[src/event_counter_table_unit_macros.svh]
// Assertion helpers for the event counter table.
`ifndef EVENT_COUNTER_TABLE_UNIT_MACROS_SVH
`define EVENT_COUNTER_TABLE_UNIT_MACROS_SVH

`ifndef SYNTHESIS
`define ECT_ASSERT(lbl, clk, rst_n, prop, msg) \
  lbl: assert property (@(posedge clk) disable iff (!rst_n) prop) else $error(msg);
`define ECT_NEVER(lbl, clk, rst_n, cond, msg) \
  lbl: assert property (@(posedge clk) disable iff (!rst_n) !(cond)) else $error(msg);
`else
`define ECT_ASSERT(lbl, clk, rst_n, prop, msg)
`define ECT_NEVER(lbl, clk, rst_n, cond, msg)
`endif

`endif

[src/ect_pkg.sv]
package ect_pkg;

  localparam int CELL_COUNT = 1024;
  localparam int ADDR_W     = $clog2(CELL_COUNT);
  localparam int DATA_W     = 64;
  localparam int CIU_W      = 11;
  localparam int OP_W       = 2;

  localparam logic [CIU_W-1:0] CIU_RESET = CIU_W'(1024);

  localparam logic [OP_W-1:0] OP_NOTIFY = 2'd0;
  localparam logic [OP_W-1:0] OP_READ   = 2'd1;
  localparam logic [OP_W-1:0] OP_RESET  = 2'd2;

  localparam logic STATUS_OK      = 1'b0;
  localparam logic STATUS_INVALID = 1'b1;

  typedef logic signed [DATA_W-1:0] count_t;
  typedef logic [ADDR_W-1:0]        addr_t;

  typedef struct packed {
    logic   we;
    addr_t  waddr;
    count_t wdata;
    logic   re;
    addr_t  raddr;
  } mem_req_t;

  function automatic logic is_nonpos(input count_t v);
    return (v == '0) || v[DATA_W-1];
  endfunction

endpackage

[src/ect_core.sv]
`include "event_counter_table_unit_macros.svh"

module ect_core (
  input  logic                            clk,
  input  logic                            rst_n,
  input  logic [ect_pkg::CIU_W-1:0]       cells_in_use,
  input  logic                            start,
  output logic                            busy,
  input  logic [ect_pkg::OP_W-1:0]        in_opcode,
  input  logic [ect_pkg::ADDR_W-1:0]      in_cell_index,
  input  ect_pkg::count_t                 in_amount,
  output ect_pkg::mem_req_t               mem_req,
  input  ect_pkg::count_t                 mem_rd_data,
  output logic                            out_valid,
  output logic                            out_status,
  output ect_pkg::count_t                 out_count,
  output logic                            out_ready_res,
  output logic                            out_crossed
);

  localparam logic [1:0] ST_CLEAR = 2'd0;
  localparam logic [1:0] ST_IDLE  = 2'd1;
  localparam logic [1:0] ST_RMW   = 2'd2;
  localparam logic [1:0] ST_FILL  = 2'd3;

  logic [1:0]                  state_r, state_nxt;
  ect_pkg::addr_t              cnt_r, cnt_nxt;
  logic [ect_pkg::OP_W-1:0]    op_r, op_nxt;
  ect_pkg::addr_t              idx_r, idx_nxt;
  ect_pkg::count_t             amt_r, amt_nxt;
  logic                        ok_r, ok_nxt;

  logic                        out_valid_r, out_valid_nxt;
  logic                        out_status_r, out_status_nxt;
  ect_pkg::count_t             out_count_r, out_count_nxt;
  logic                        out_ready_r, out_ready_nxt;
  logic                        out_crossed_r, out_crossed_nxt;

  logic [ect_pkg::CIU_W-1:0]   lim;
  logic                        accept;
  ect_pkg::count_t             diff;
  logic                        last_fill;

  assign lim = (cells_in_use < ect_pkg::CIU_W'(ect_pkg::CELL_COUNT)) ?
               cells_in_use : ect_pkg::CIU_W'(ect_pkg::CELL_COUNT);
  assign busy      = (state_r != ST_IDLE);
  assign accept    = start && !busy;
  assign diff      = mem_rd_data - amt_r;
  assign last_fill = (ect_pkg::CIU_W'(cnt_r) == lim - ect_pkg::CIU_W'(1));

  always_comb begin
    state_nxt       = state_r;
    cnt_nxt         = cnt_r;
    op_nxt          = op_r;
    idx_nxt         = idx_r;
    amt_nxt         = amt_r;
    ok_nxt          = ok_r;
    out_valid_nxt   = 1'b0;
    out_status_nxt  = out_status_r;
    out_count_nxt   = out_count_r;
    out_ready_nxt   = out_ready_r;
    out_crossed_nxt = out_crossed_r;
    mem_req         = '0;

    case (state_r)
      ST_CLEAR: begin
        mem_req.we    = 1'b1;
        mem_req.waddr = cnt_r;
        mem_req.wdata = '0;
        cnt_nxt       = cnt_r + ect_pkg::ADDR_W'(1);
        if (cnt_r == ect_pkg::ADDR_W'(ect_pkg::CELL_COUNT - 1)) begin
          state_nxt = ST_IDLE;
        end
      end
      ST_IDLE: begin
        if (start) begin
          op_nxt        = in_opcode;
          idx_nxt       = in_cell_index;
          amt_nxt       = in_amount;
          ok_nxt        = ect_pkg::CIU_W'(in_cell_index) < lim;
          cnt_nxt       = '0;
          mem_req.re    = 1'b1;
          mem_req.raddr = in_cell_index;
          if (in_opcode == ect_pkg::OP_RESET && lim != '0) begin
            state_nxt = ST_FILL;
          end else begin
            state_nxt = ST_RMW;
          end
        end
      end
      ST_FILL: begin
        mem_req.we    = 1'b1;
        mem_req.waddr = cnt_r;
        mem_req.wdata = amt_r;
        cnt_nxt       = cnt_r + ect_pkg::ADDR_W'(1);
        if (last_fill) begin
          state_nxt = ST_RMW;
        end
      end
      ST_RMW: begin
        state_nxt       = ST_IDLE;
        out_valid_nxt   = 1'b1;
        out_status_nxt  = ect_pkg::STATUS_INVALID;
        out_count_nxt   = '0;
        out_ready_nxt   = 1'b0;
        out_crossed_nxt = 1'b0;
        case (op_r)
          ect_pkg::OP_RESET: begin
            out_status_nxt = ect_pkg::STATUS_OK;
            out_count_nxt  = amt_r;
            out_ready_nxt  = ect_pkg::is_nonpos(amt_r);
          end
          ect_pkg::OP_NOTIFY: begin
            if (ok_r) begin
              mem_req.we      = 1'b1;
              mem_req.waddr   = idx_r;
              mem_req.wdata   = diff;
              out_status_nxt  = ect_pkg::STATUS_OK;
              out_count_nxt   = diff;
              out_ready_nxt   = ect_pkg::is_nonpos(diff);
              out_crossed_nxt = !ect_pkg::is_nonpos(mem_rd_data) &&
                                ect_pkg::is_nonpos(diff);
            end
          end
          ect_pkg::OP_READ: begin
            if (ok_r) begin
              out_status_nxt = ect_pkg::STATUS_OK;
              out_count_nxt  = mem_rd_data;
              out_ready_nxt  = ect_pkg::is_nonpos(mem_rd_data);
            end
          end
          default: begin
          end
        endcase
      end
      default: begin
        state_nxt = ST_IDLE;
      end
    endcase
  end

  always_ff @(posedge clk) begin
    if (!rst_n) begin
      state_r     <= ST_CLEAR;
      cnt_r       <= '0;
      out_valid_r <= 1'b0;
    end else begin
      state_r     <= state_nxt;
      cnt_r       <= cnt_nxt;
      out_valid_r <= out_valid_nxt;
    end
    op_r          <= op_nxt;
    idx_r         <= idx_nxt;
    amt_r         <= amt_nxt;
    ok_r          <= ok_nxt;
    out_status_r  <= out_status_nxt;
    out_count_r   <= out_count_nxt;
    out_ready_r   <= out_ready_nxt;
    out_crossed_r <= out_crossed_nxt;
  end

  assign out_valid     = out_valid_r;
  assign out_status    = out_status_r;
  assign out_count     = out_count_r;
  assign out_ready_res = out_ready_r;
  assign out_crossed   = out_crossed_r;

  `ECT_ASSERT(a_result_after_rmw, clk, rst_n, out_valid_r |-> $past(state_r == ST_RMW), "result without rmw cycle")
  `ECT_ASSERT(a_accept_locks, clk, rst_n, accept |=> busy, "busy not raised after transfer")
  `ECT_NEVER(a_no_rw_overlap, clk, rst_n, mem_req.we && mem_req.re, "read and write in same cycle")
  `ECT_ASSERT(a_cross_ready, clk, rst_n, out_valid_r && out_crossed_r |-> out_ready_r && (out_status_r == ect_pkg::STATUS_OK), "crossing without ready")

endmodule

[config.mk]
export PLATFORM = sky130hd
export DESIGN_NAME = ect_core
export DESIGN_NICKNAME = d
export VERILOG_FILES = /design/src/ect_pkg.sv /design/src/ect_core.sv
export VERILOG_INCLUDE_DIRS = /design/src /design/src/src
export SDC_FILE = /design/constraint.sdc
export NUM_CORES = 1
export LEC_CHECK = 0
export BUFFER_PORTS_ARGS = -buffer_cell sky130_fd_sc_hd__buf_2
export CORE_ASPECT_RATIO = 1.1
export CORE_MARGIN = 2
export CORE_UTILIZATION = 33
export DETAILED_ROUTE_END_ITERATION = 7
export PLACE_DENSITY_LB_ADDON = 0.05
export SLEW_MARGIN = 10
export SYNTH_ARGS = -nofsm -noshare
export SYNTH_HDL_FRONTEND = slang
export SYNTH_SLANG_ARGS = --single-unit
[constraint.sdc]
create_clock -name clk -period 12.1 [get_ports clk]
set_input_delay 3.63 -clock clk [delete_from_list [all_inputs] [get_ports clk]]
set_output_delay 3.63 -clock clk [all_outputs]
set_load 0.03 [all_outputs]
---- Word-level counts from Yosys, hierarchy flattened ----
Index checks and enable logic that the tools add are counted.
word-level totals
  flip-flop bits (word level) ............. 157
  input bits .............................. 154
operators by class
  add/sub/neg operators ................... 3
  $lt $le $gt $ge ......................... 2
  equality and inequality tests ........... 12
  muxes and demuxes ....................... 22
  reduce and logical (&&, ||, !) cells .... 19
operator list
  cell                                                 count
  one-hot mux 75 bit (3 select lines)                  1
  logical NOT 64 bit                                   3
  one-hot mux 64 bit (3 select lines)                  1
  two-way mux 75 bit                                   2
  two-way mux 64 bit                                   2
  subtractor 64 bit                                    1
  two-way mux 11 bit                                   3
  one-hot mux 10 bit (2 select lines)                  1
  == test 10 x 11 -> 1 bit                             1
  less-than comparator 10 x 11 -> 1 bit                1
  less-than comparator 11 bit (second input constant)  1
  nonzero test 11 bit                                  1
  subtractor 11 x 1 -> 11 bit (second input constant)  1
  adder 10 x 1 -> 10 bit (second input constant)       1
  == test 10 bit (second input constant)               1
  two-way mux 10 bit                                   1
  == test 2 bit (second input constant)                4
  one-hot mux 2 bit (4 select lines)                   1
  two-way mux 2 bit                                    3
  != test 2 bit (second input constant)                3
  AND reduction 2 bit                                  3
  two-way mux 1 bit                                    5
  == test 2 x 1 -> 1 bit (second input constant)       2
  logical NOT 2 bit                                    2
  other kinds (9)                                      13

---- Logic depth before layout (Yosys ltp) ----
Gate-level depths: netlist of the first run.
  depth after elaboration ................. 7
  depth in mapped cells ................... 15
  depth with buffers taken out ............ 14

---- Worst setup path before layout of the first run ----
Ideal clock, no wire load.
  path type ............................... input to output
  start point ............................. input port mem_rd_data[41]
  end point ............................... output port mem_req[69] in the netlist's numbering
  data arrival time ....................... 6.586 ns
  setup slack ............................. 1.884 ns
  cell stages on the path ................. 11
  path buffers ............................ 1
  path through ............................ ha_1 -> clkbuf_1 -> nand4_1 -> or4_1 -> or3b_2 -> a31oi_1 -> nor3_1 -> o221ai_1 -> xor2_1 -> a22oi_1 -> nor2_1
RTL lines
  element          RTL line        RTL
  start, declared  ect_core.sv:13  input ect_pkg::count_t mem_rd_data,
  end, declared    ect_core.sv:12  output ect_pkg::mem_req_t mem_req,

==> results of run 1 <==
## per-layer routing
layer,GRT usage (%),vias to the layer above,wire length (um)
li1,-,6460,-
met1,37.0,6650,26800
met3,3.95,60,2760
met5,0,-,38
met4,8.08,6,1160
met2,49.7,449,29800
## critical path, cell delays in order
cell,delay [ns]
sky130_fd_sc_hd__buf_2,0.14
sky130_fd_sc_hd__ha_1,0.36
sky130_fd_sc_hd__a21oi_1,0.35
sky130_fd_sc_hd__o32ai_2,0.22
sky130_fd_sc_hd__nor2b_1,0.48
sky130_fd_sc_hd__a211oi_1,0.19
sky130_fd_sc_hd__a211o_1,0.51
sky130_fd_sc_hd__o22ai_1,0.35
sky130_fd_sc_hd__o21ai_0,0.17
sky130_fd_sc_hd__xnor2_1,0.26
sky130_fd_sc_hd__nor2_1,0.08
sky130_fd_sc_hd__a21oi_1,0.12
sky130_fd_sc_hd__nor2_1,0.05
sky130_fd_sc_hd__buf_2,0.22
## state kept, by name, summed over array words and instances, names as in the netlist
signal and cells:
amt_r 64, out_crossed 1, out_status 1, out_count 64, out_ready_res 1, idx_r 10
cnt_r 10, out_valid 1, state_r 2, ok_r 1, op_r 2
## power breakdown
part | internal [mW] | switching, mW | total (mW)
clock | 0.282 | 0.276 | 0.558
sequential | 0.706 | 0.0621 | 0.768
combinational | 0.320 | 0.788 | 1.11
## kinds of logic (layout without fill, tap and decap cells)
family,count (synthesis),in the layout,share of synthesized area [%]
XOR/XNOR,67,67,4.39
other,0,1,0
adder cells (fa/ha/maj),80,80,7.55
multiplexers,42,42,3.16
AO/OA/AOI/OAI,476,476,23.2
flip-flops,157,157,34.3
buffers and inverters,183,441,5.39
AND/OR/NAND/NOR,611,611,22.0
## cells in the final DEF, fill, tap and decap left out, types with 31 or more instances in the layout
| cell | count |
|---|---|
| sky130_fd_sc_hd__nor2_1 | 186 |
| sky130_fd_sc_hd__a22oi_1 | 53 |
| sky130_fd_sc_hd__buf_2 | 308 |
| sky130_fd_sc_hd__xnor2_1 | 31 |
| sky130_fd_sc_hd__nor4_1 | 43 |
| sky130_fd_sc_hd__mux2i_1 | 41 |
| sky130_fd_sc_hd__xor2_1 | 36 |
| sky130_fd_sc_hd__ha_1 | 76 |
| sky130_fd_sc_hd__inv_1 | 85 |
| sky130_fd_sc_hd__a21oi_1 | 123 |
| sky130_fd_sc_hd__nand2_1 | 171 |
| sky130_fd_sc_hd__edfxtp_1 | 144 |
| sky130_fd_sc_hd__o21ai_0 | 122 |
| sky130_fd_sc_hd__nand4_1 | 47 |
## layout make-up
class	count	area [um2]
flip-flops and latches	157	4580
repair buffers	324	1660
clock buffers	19	453
fillers	4261	24200
clock inverters	13	125
well taps	513	642
inverters	85	319
diodes	1	2.50
multi-input cells	1276	8100
## worst paths after layout
| path | startpoint | end | slack (ns) |
|---|---|---|---|
| worst max-delay path | mem_rd_data[6] | mem_req[70] | 1.32 |
| worst min-delay path | cnt_r[8]$_SDFFE_PN0P_ | cnt_r[8]$_SDFFE_PN0P_ | 0.63 |
| worst max register to register | amt_r[25]$_DFFE_PP_ | out_ready_res$_DFFE_PP_ | 6.83 |
| worst min register to register | cnt_r[8]$_SDFFE_PN0P_ | cnt_r[8]$_SDFFE_PN0P_ | 0.63 |
==> flow_metrics.tcl, run 1 <==
set metrics [dict create \
    min_path_cells 2 \
    timing.final.crit_share_pct 89.1 \
    critical_path.startpoint_type "primary input" \
    routabilityCongestion 0.924 \
    class_of_the_worst_hold_path "reg -> reg" \
    ys_dominant_reg_cell "sky130_fd_sc_hd__edfxtp_1" \
    power-per-cell-area_nw_per_um2 153 \
    clk_root_buf "sky130_fd_sc_hd__clkbuf_16" \
    floorplan_row_count 77 \
    final_net_count 2095 \
    worstMarginPinSlew_ns 1.08 \
    drt_drc_violations_left 0 \
    hold_viol 0 \
    yosysMostFrequentCell "sky130_fd_sc_hd__nor2_1" \
    via_count 13600 \
    drt_iter0_markers 1072 \
    drt.antenna.violating_nets 0 \
    report.final.slew_viol_count 0 \
    final_core_utilization_pct 39.6 \
    maxClockFrequency_mhz 92.8 \
    cts-buffers-inserted 17 \
    pre_cts_ws_ns 1.36 \
    total_die_area_um2 42100 \
    place.detailed.hpwl_um 47200 \
    path_clk_slew_ns 0.07 \
    drive_gt1_share_pct 21.1 \
    cts_hold_buf 0 \
    p_leak_nw 6.70 \
    post-route-min-period_ns 10.78 \
    worst-path-max-fanout 9 \
    cts_resized 0 \
    criticalPathCategory "in -> out" \
    total_setup_buffers_inserted_after_cts 0 \
    fin_setup_tns_ns 0 \
    synth_seq_area_share_pct 34.3 \
    synth_top_area_share_pct 32.4 \
    final.setup_skew_ns 0.0161 \
    tritoncts "yes" \
    routed_wire_length_per_instance_um 25.3 \
    synth-seq-cells 157 \
    finalPower_mw 2.43 \
    cts.sink_count 157 \
    global_route_wire_length_before_repair_um 89100 \
    arrival_ns 7.15 \
    final_cell_area_um2 15900 \
    synthDistinctLibCells 82 \
    hold_slack_ns 0.632 \
    die_height_um 215 \
    portBuffers 308 \
    die_w_um 196 \
    timing.max_slew.rel_slack_pct 28.3 \
    core_region_area_um2 40100 \
    syn_area_per_cell_um2 8.27 \
    finalWirelength_um 60500 \
    avgViaCountPerCell 5.71 \
    setup_ws_ns 1.32 \
    cts_max_path_buffers 2 \
    synthTopCellsByArea "sky130_fd_sc_hd__edfxtp_1 (32%), sky130_fd_sc_hd__ha_1 (7.4%), sky130_fd_sc_hd__nor2_1 (5.2%)" \
    drv_cap 0 \
    timing.final.setup_violations 0 \
    post_synth_instance_area_um2 13400 \
    synth-edff-count 144 \
    clock_insertion_delay_worst_skew_ns 0.48 \
    dpl.cell_count 2355 \
    yosysWarnings 0 \
    layout.cells.non_filler 2388 \
    grtUsageTotal_pct 28.6 \
    grt_pass1_vias 13500 \
    grt_overflow_total 0 \
    drt_pass1_iterations 5 \
    outcome "completed" \
    cp.required_ns 8.47 \
    cts.htree.levels 4 \
    grt_antenna_before_repair 5 \
    vdd_drop_max_v 0.0000927 \
    ios 309 \
    worst_setup_path_end_kind "output pin" \
    fraction_of_synthesis_flops_using_an_asynchronous_set_or_reset_pin_pct 0 \
    synth_net_count 1850 \
    initial_utilization_pct 33.3 \
    synth_top_cells_by_count "sky130_fd_sc_hd__nor2_1 (186), sky130_fd_sc_hd__nand2_1 (171), sky130_fd_sc_hd__edfxtp_1 (144), sky130_fd_sc_hd__a21oi_1 (123), sky130_fd_sc_hd__o21ai_0 (122)" \
    reg2reg_depth 13 \
    grt_max_degree 85 \
    netlist_instances 1616 \
    rsz0062_at_grt "no" \
    yosys.area.top_type "sky130_fd_sc_hd__edfxtp_1" \
    placedInstanceArea_um2 15300 \
    area.growth.synth_to_final_pct 18.9 \
]
Note: power is estimated with default switching activity, not from simulation.
==> inputs of run 2 (changes only) <==
Settings changed: CELL_PAD_IN_SITES_DETAIL_PLACEMENT set to 1, CELL_PAD_IN_SITES_GLOBAL_PLACEMENT set to 2.
==> run 2 against run 1 <==
Against the previous run: clock-buffer cell count stayed put; critical path depth fell by 2; clock skew fell by 0.0022 ns; maximum frequency shrank 1.1%; sequential power about the same; non-clock buffer count up 3; first-iteration DRC count decreased by 19%; critical path type unchanged.
==> flow_metrics.tcl, run 2 (same netlist as run 1, synthesis figures left out) <==
set metrics [dict create \
    outcome "completed" \
    clock_insertion_delay_worst_skew_ns 0.47 \
    drt.antenna.violating_nets 0 \
    final_net_count 2098 \
    placedInstanceArea_um2 15300 \
    cts_resized 0 \
    multi_input_area_um2 8090 \
    global_route_wire_length_before_repair_um 95300 \
    detailroute.wirelength.met2_um 32200 \
    class_of_the_worst_hold_path "reg -> reg" \
    drive_gt1_share_pct 21.2 \
    grtUsageTotal_pct 30.6 \
    vdd_drop_max_v 0.0000915 \
    cp.required_ns 8.47 \
    critical_path.startpoint_type "primary input" \
    cts-buffers-inserted 17 \
    path_clk_slew_ns 0.07 \
    fin_setup_tns_ns 0 \
    grt_overflow_total 0 \
    min_path_cells 2 \
    cts_hold_buf 0 \
    setup.reg_to_reg.worst_slack_ns 6.83 \
    grt_max_degree 70 \
    ios 309 \
    worstMarginPinSlew_ns 1.05 \
    route.met3.wl_um 3140 \
    maxUsedRoutingLayer "met5" \
    timing.max_slew.rel_slack_pct 29.1 \
    initial_utilization_pct 33.3 \
    setup_ws_ns 1.20 \
    routed_wire_length_per_instance_um 27.2 \
    criticalPathCategory "in -> out" \
    via_count 13900 \
    power-per-cell-area_nw_per_um2 156 \
    drt_drc_violations_left 0 \
    most_common_library_cell_in_the_layout_ignoring_fill_and_taps "sky130_fd_sc_hd__buf_2" \
    post-route-min-period_ns 10.90 \
    place.detailed.hpwl_um 51600 \
    routabilityCongestion 0.916 \
    drt_pass1_iterations 5 \
    die_w_um 196 \
    final.fill_count 4903 \
    finalWirelength_um 65200 \
    timing.final.crit_share_pct 90.1 \
    worst_hold_path.endpoint "cnt_r[9]$_SDFFE_PN0P_" \
    grt_antenna_before_repair 5 \
    area.growth.synth_to_final_pct 19.1 \
    final_core_utilization_pct 39.7 \
    hold_slack_ns 0.617 \
    met1Wirelength_um 27900 \
    hold_start "cnt_r[9]$_SDFFE_PN0P_" \
    clk_root_buf "sky130_fd_sc_hd__clkbuf_16" \
    layout.cells.non_filler 2392 \
    portBuffers 308 \
    cts.htree.levels 4 \
    maxClockFrequency_mhz 91.7 \
    drv_cap 0 \
    crit-reg2reg-launch "amt_r[0]$_DFFE_PP_" \
    core_region_area_um2 40100 \
    final-seq-area_um2 4580 \
    finalPower_mw 2.48 \
    pre_cts_ws_ns 1.25 \
    cts_max_path_buffers 2 \
    report.final.slew_viol_count 0 \
    grt_pass1_vias 14300 \
    reg2reg_depth 13 \
    final.setup_skew_ns 0.0138 \
    total_die_area_um2 42100 \
    cts.sink_count 157 \
    final_cell_mix "sky130_fd_sc_hd__buf_2 (308), sky130_fd_sc_hd__nor2_1 (186), sky130_fd_sc_hd__nand2_1 (171), sky130_fd_sc_hd__edfxtp_1 (144), sky130_fd_sc_hd__a21oi_1 (123)" \
    die_height_um 215 \
    worst-path-max-fanout 13 \
    timing.final.setup_violations 0 \
    dpl.cell_count 2358 \
    hold_viol 0 \
    critical_path.reg2reg.endpoint "out_crossed$_SDFFCE_PN0P_" \
    arrival_ns 7.27 \
    final_cell_area_um2 15900 \
    avgViaCountPerCell 5.83 \
    tritoncts "yes" \
    p_leak_nw 6.71 \
    drt_iter0_markers 867 \
    floorplan_row_count 77 \
    worst_setup_path_end_kind "output pin" \
    total_setup_buffers_inserted_after_cts 0 \
    rsz0062_at_grt "no" \
]
==> run 2: cell count changes in the layout (fill, tap and decap cells not counted) <==
cell / delta
sky130_fd_sc_hd__ha_2: +1
sky130_fd_sc_hd__ha_4: -1
sky130_fd_sc_hd__clkbuf_8: -2
sky130_fd_sc_hd__diode_2: +1
sky130_fd_sc_hd__clkinv_8: -2
sky130_fd_sc_hd__clkbuf_1: +2
sky130_fd_sc_hd__buf_4: +3
sky130_fd_sc_hd__clkinvlp_4: +3
sky130_fd_sc_hd__inv_6: -1
sky130_fd_sc_hd__inv_4: -2
sky130_fd_sc_hd__bufinv_16: +2
sky130_fd_sc_hd__inv_8: +1
sky130_fd_sc_hd__clkinv_4: -1
==> run 2: cell type report <==
class	instances	area share, %
inverters	85	2.01
clock buffers	19	2.72
diodes	2	0.0315
well taps	513	4.03
repair buffers	327	10.6
clock inverters	13	0.983
multi-input cells	1276	50.8
flip-flops and latches	157	28.8
==> run 2: worst max path at each step <==
stage / start / to / slack (ns) / cells after the start
floorplan: mem_rd_data[41] / mem_req[69] / 1.88 / 11
global placement: mem_rd_data[42] / mem_req[69] / 1.35 / 12
detailed placement: mem_rd_data[35] / mem_req[69] / 1.25 / 12
CTS: mem_rd_data[35] / mem_req[69] / 1.25 / 12
global route: mem_rd_data[31] / mem_req[69] / 0.96 / 12
finish: mem_rd_data[31] / mem_req[69] / 1.20 / 12
==> run 2: per-layer routing <==
layer	up-vias	global-route usage [%]
met5	-	0
met2	452	53.8
met4	4	9.90
met1	6938	38.5
met3	86	4.49
li1	6465	-
==> run 2: worst max-delay path: stages <==
cell and delay [ns]:
sky130_fd_sc_hd__buf_2 0.14, sky130_fd_sc_hd__ha_1 0.52, sky130_fd_sc_hd__nand4_1 0.21, sky130_fd_sc_hd__or4_1 0.49, sky130_fd_sc_hd__or3b_2 0.48, sky130_fd_sc_hd__a31oi_1 0.52, sky130_fd_sc_hd__nor3_1 0.20, sky130_fd_sc_hd__o221ai_1 0.28
sky130_fd_sc_hd__xor2_1 0.30, sky130_fd_sc_hd__a22oi_1 0.12, sky130_fd_sc_hd__nor2_1 0.15, sky130_fd_sc_hd__buf_2 0.22
==> run 2: where the power goes <==
part	switching, mW	leakage (nW)	internal [mW]
sequential	0.0637	1.44	0.705
combinational	0.815	5.00	0.323
clock	0.264	0.275	0.309
total	1.14	6.71	1.34
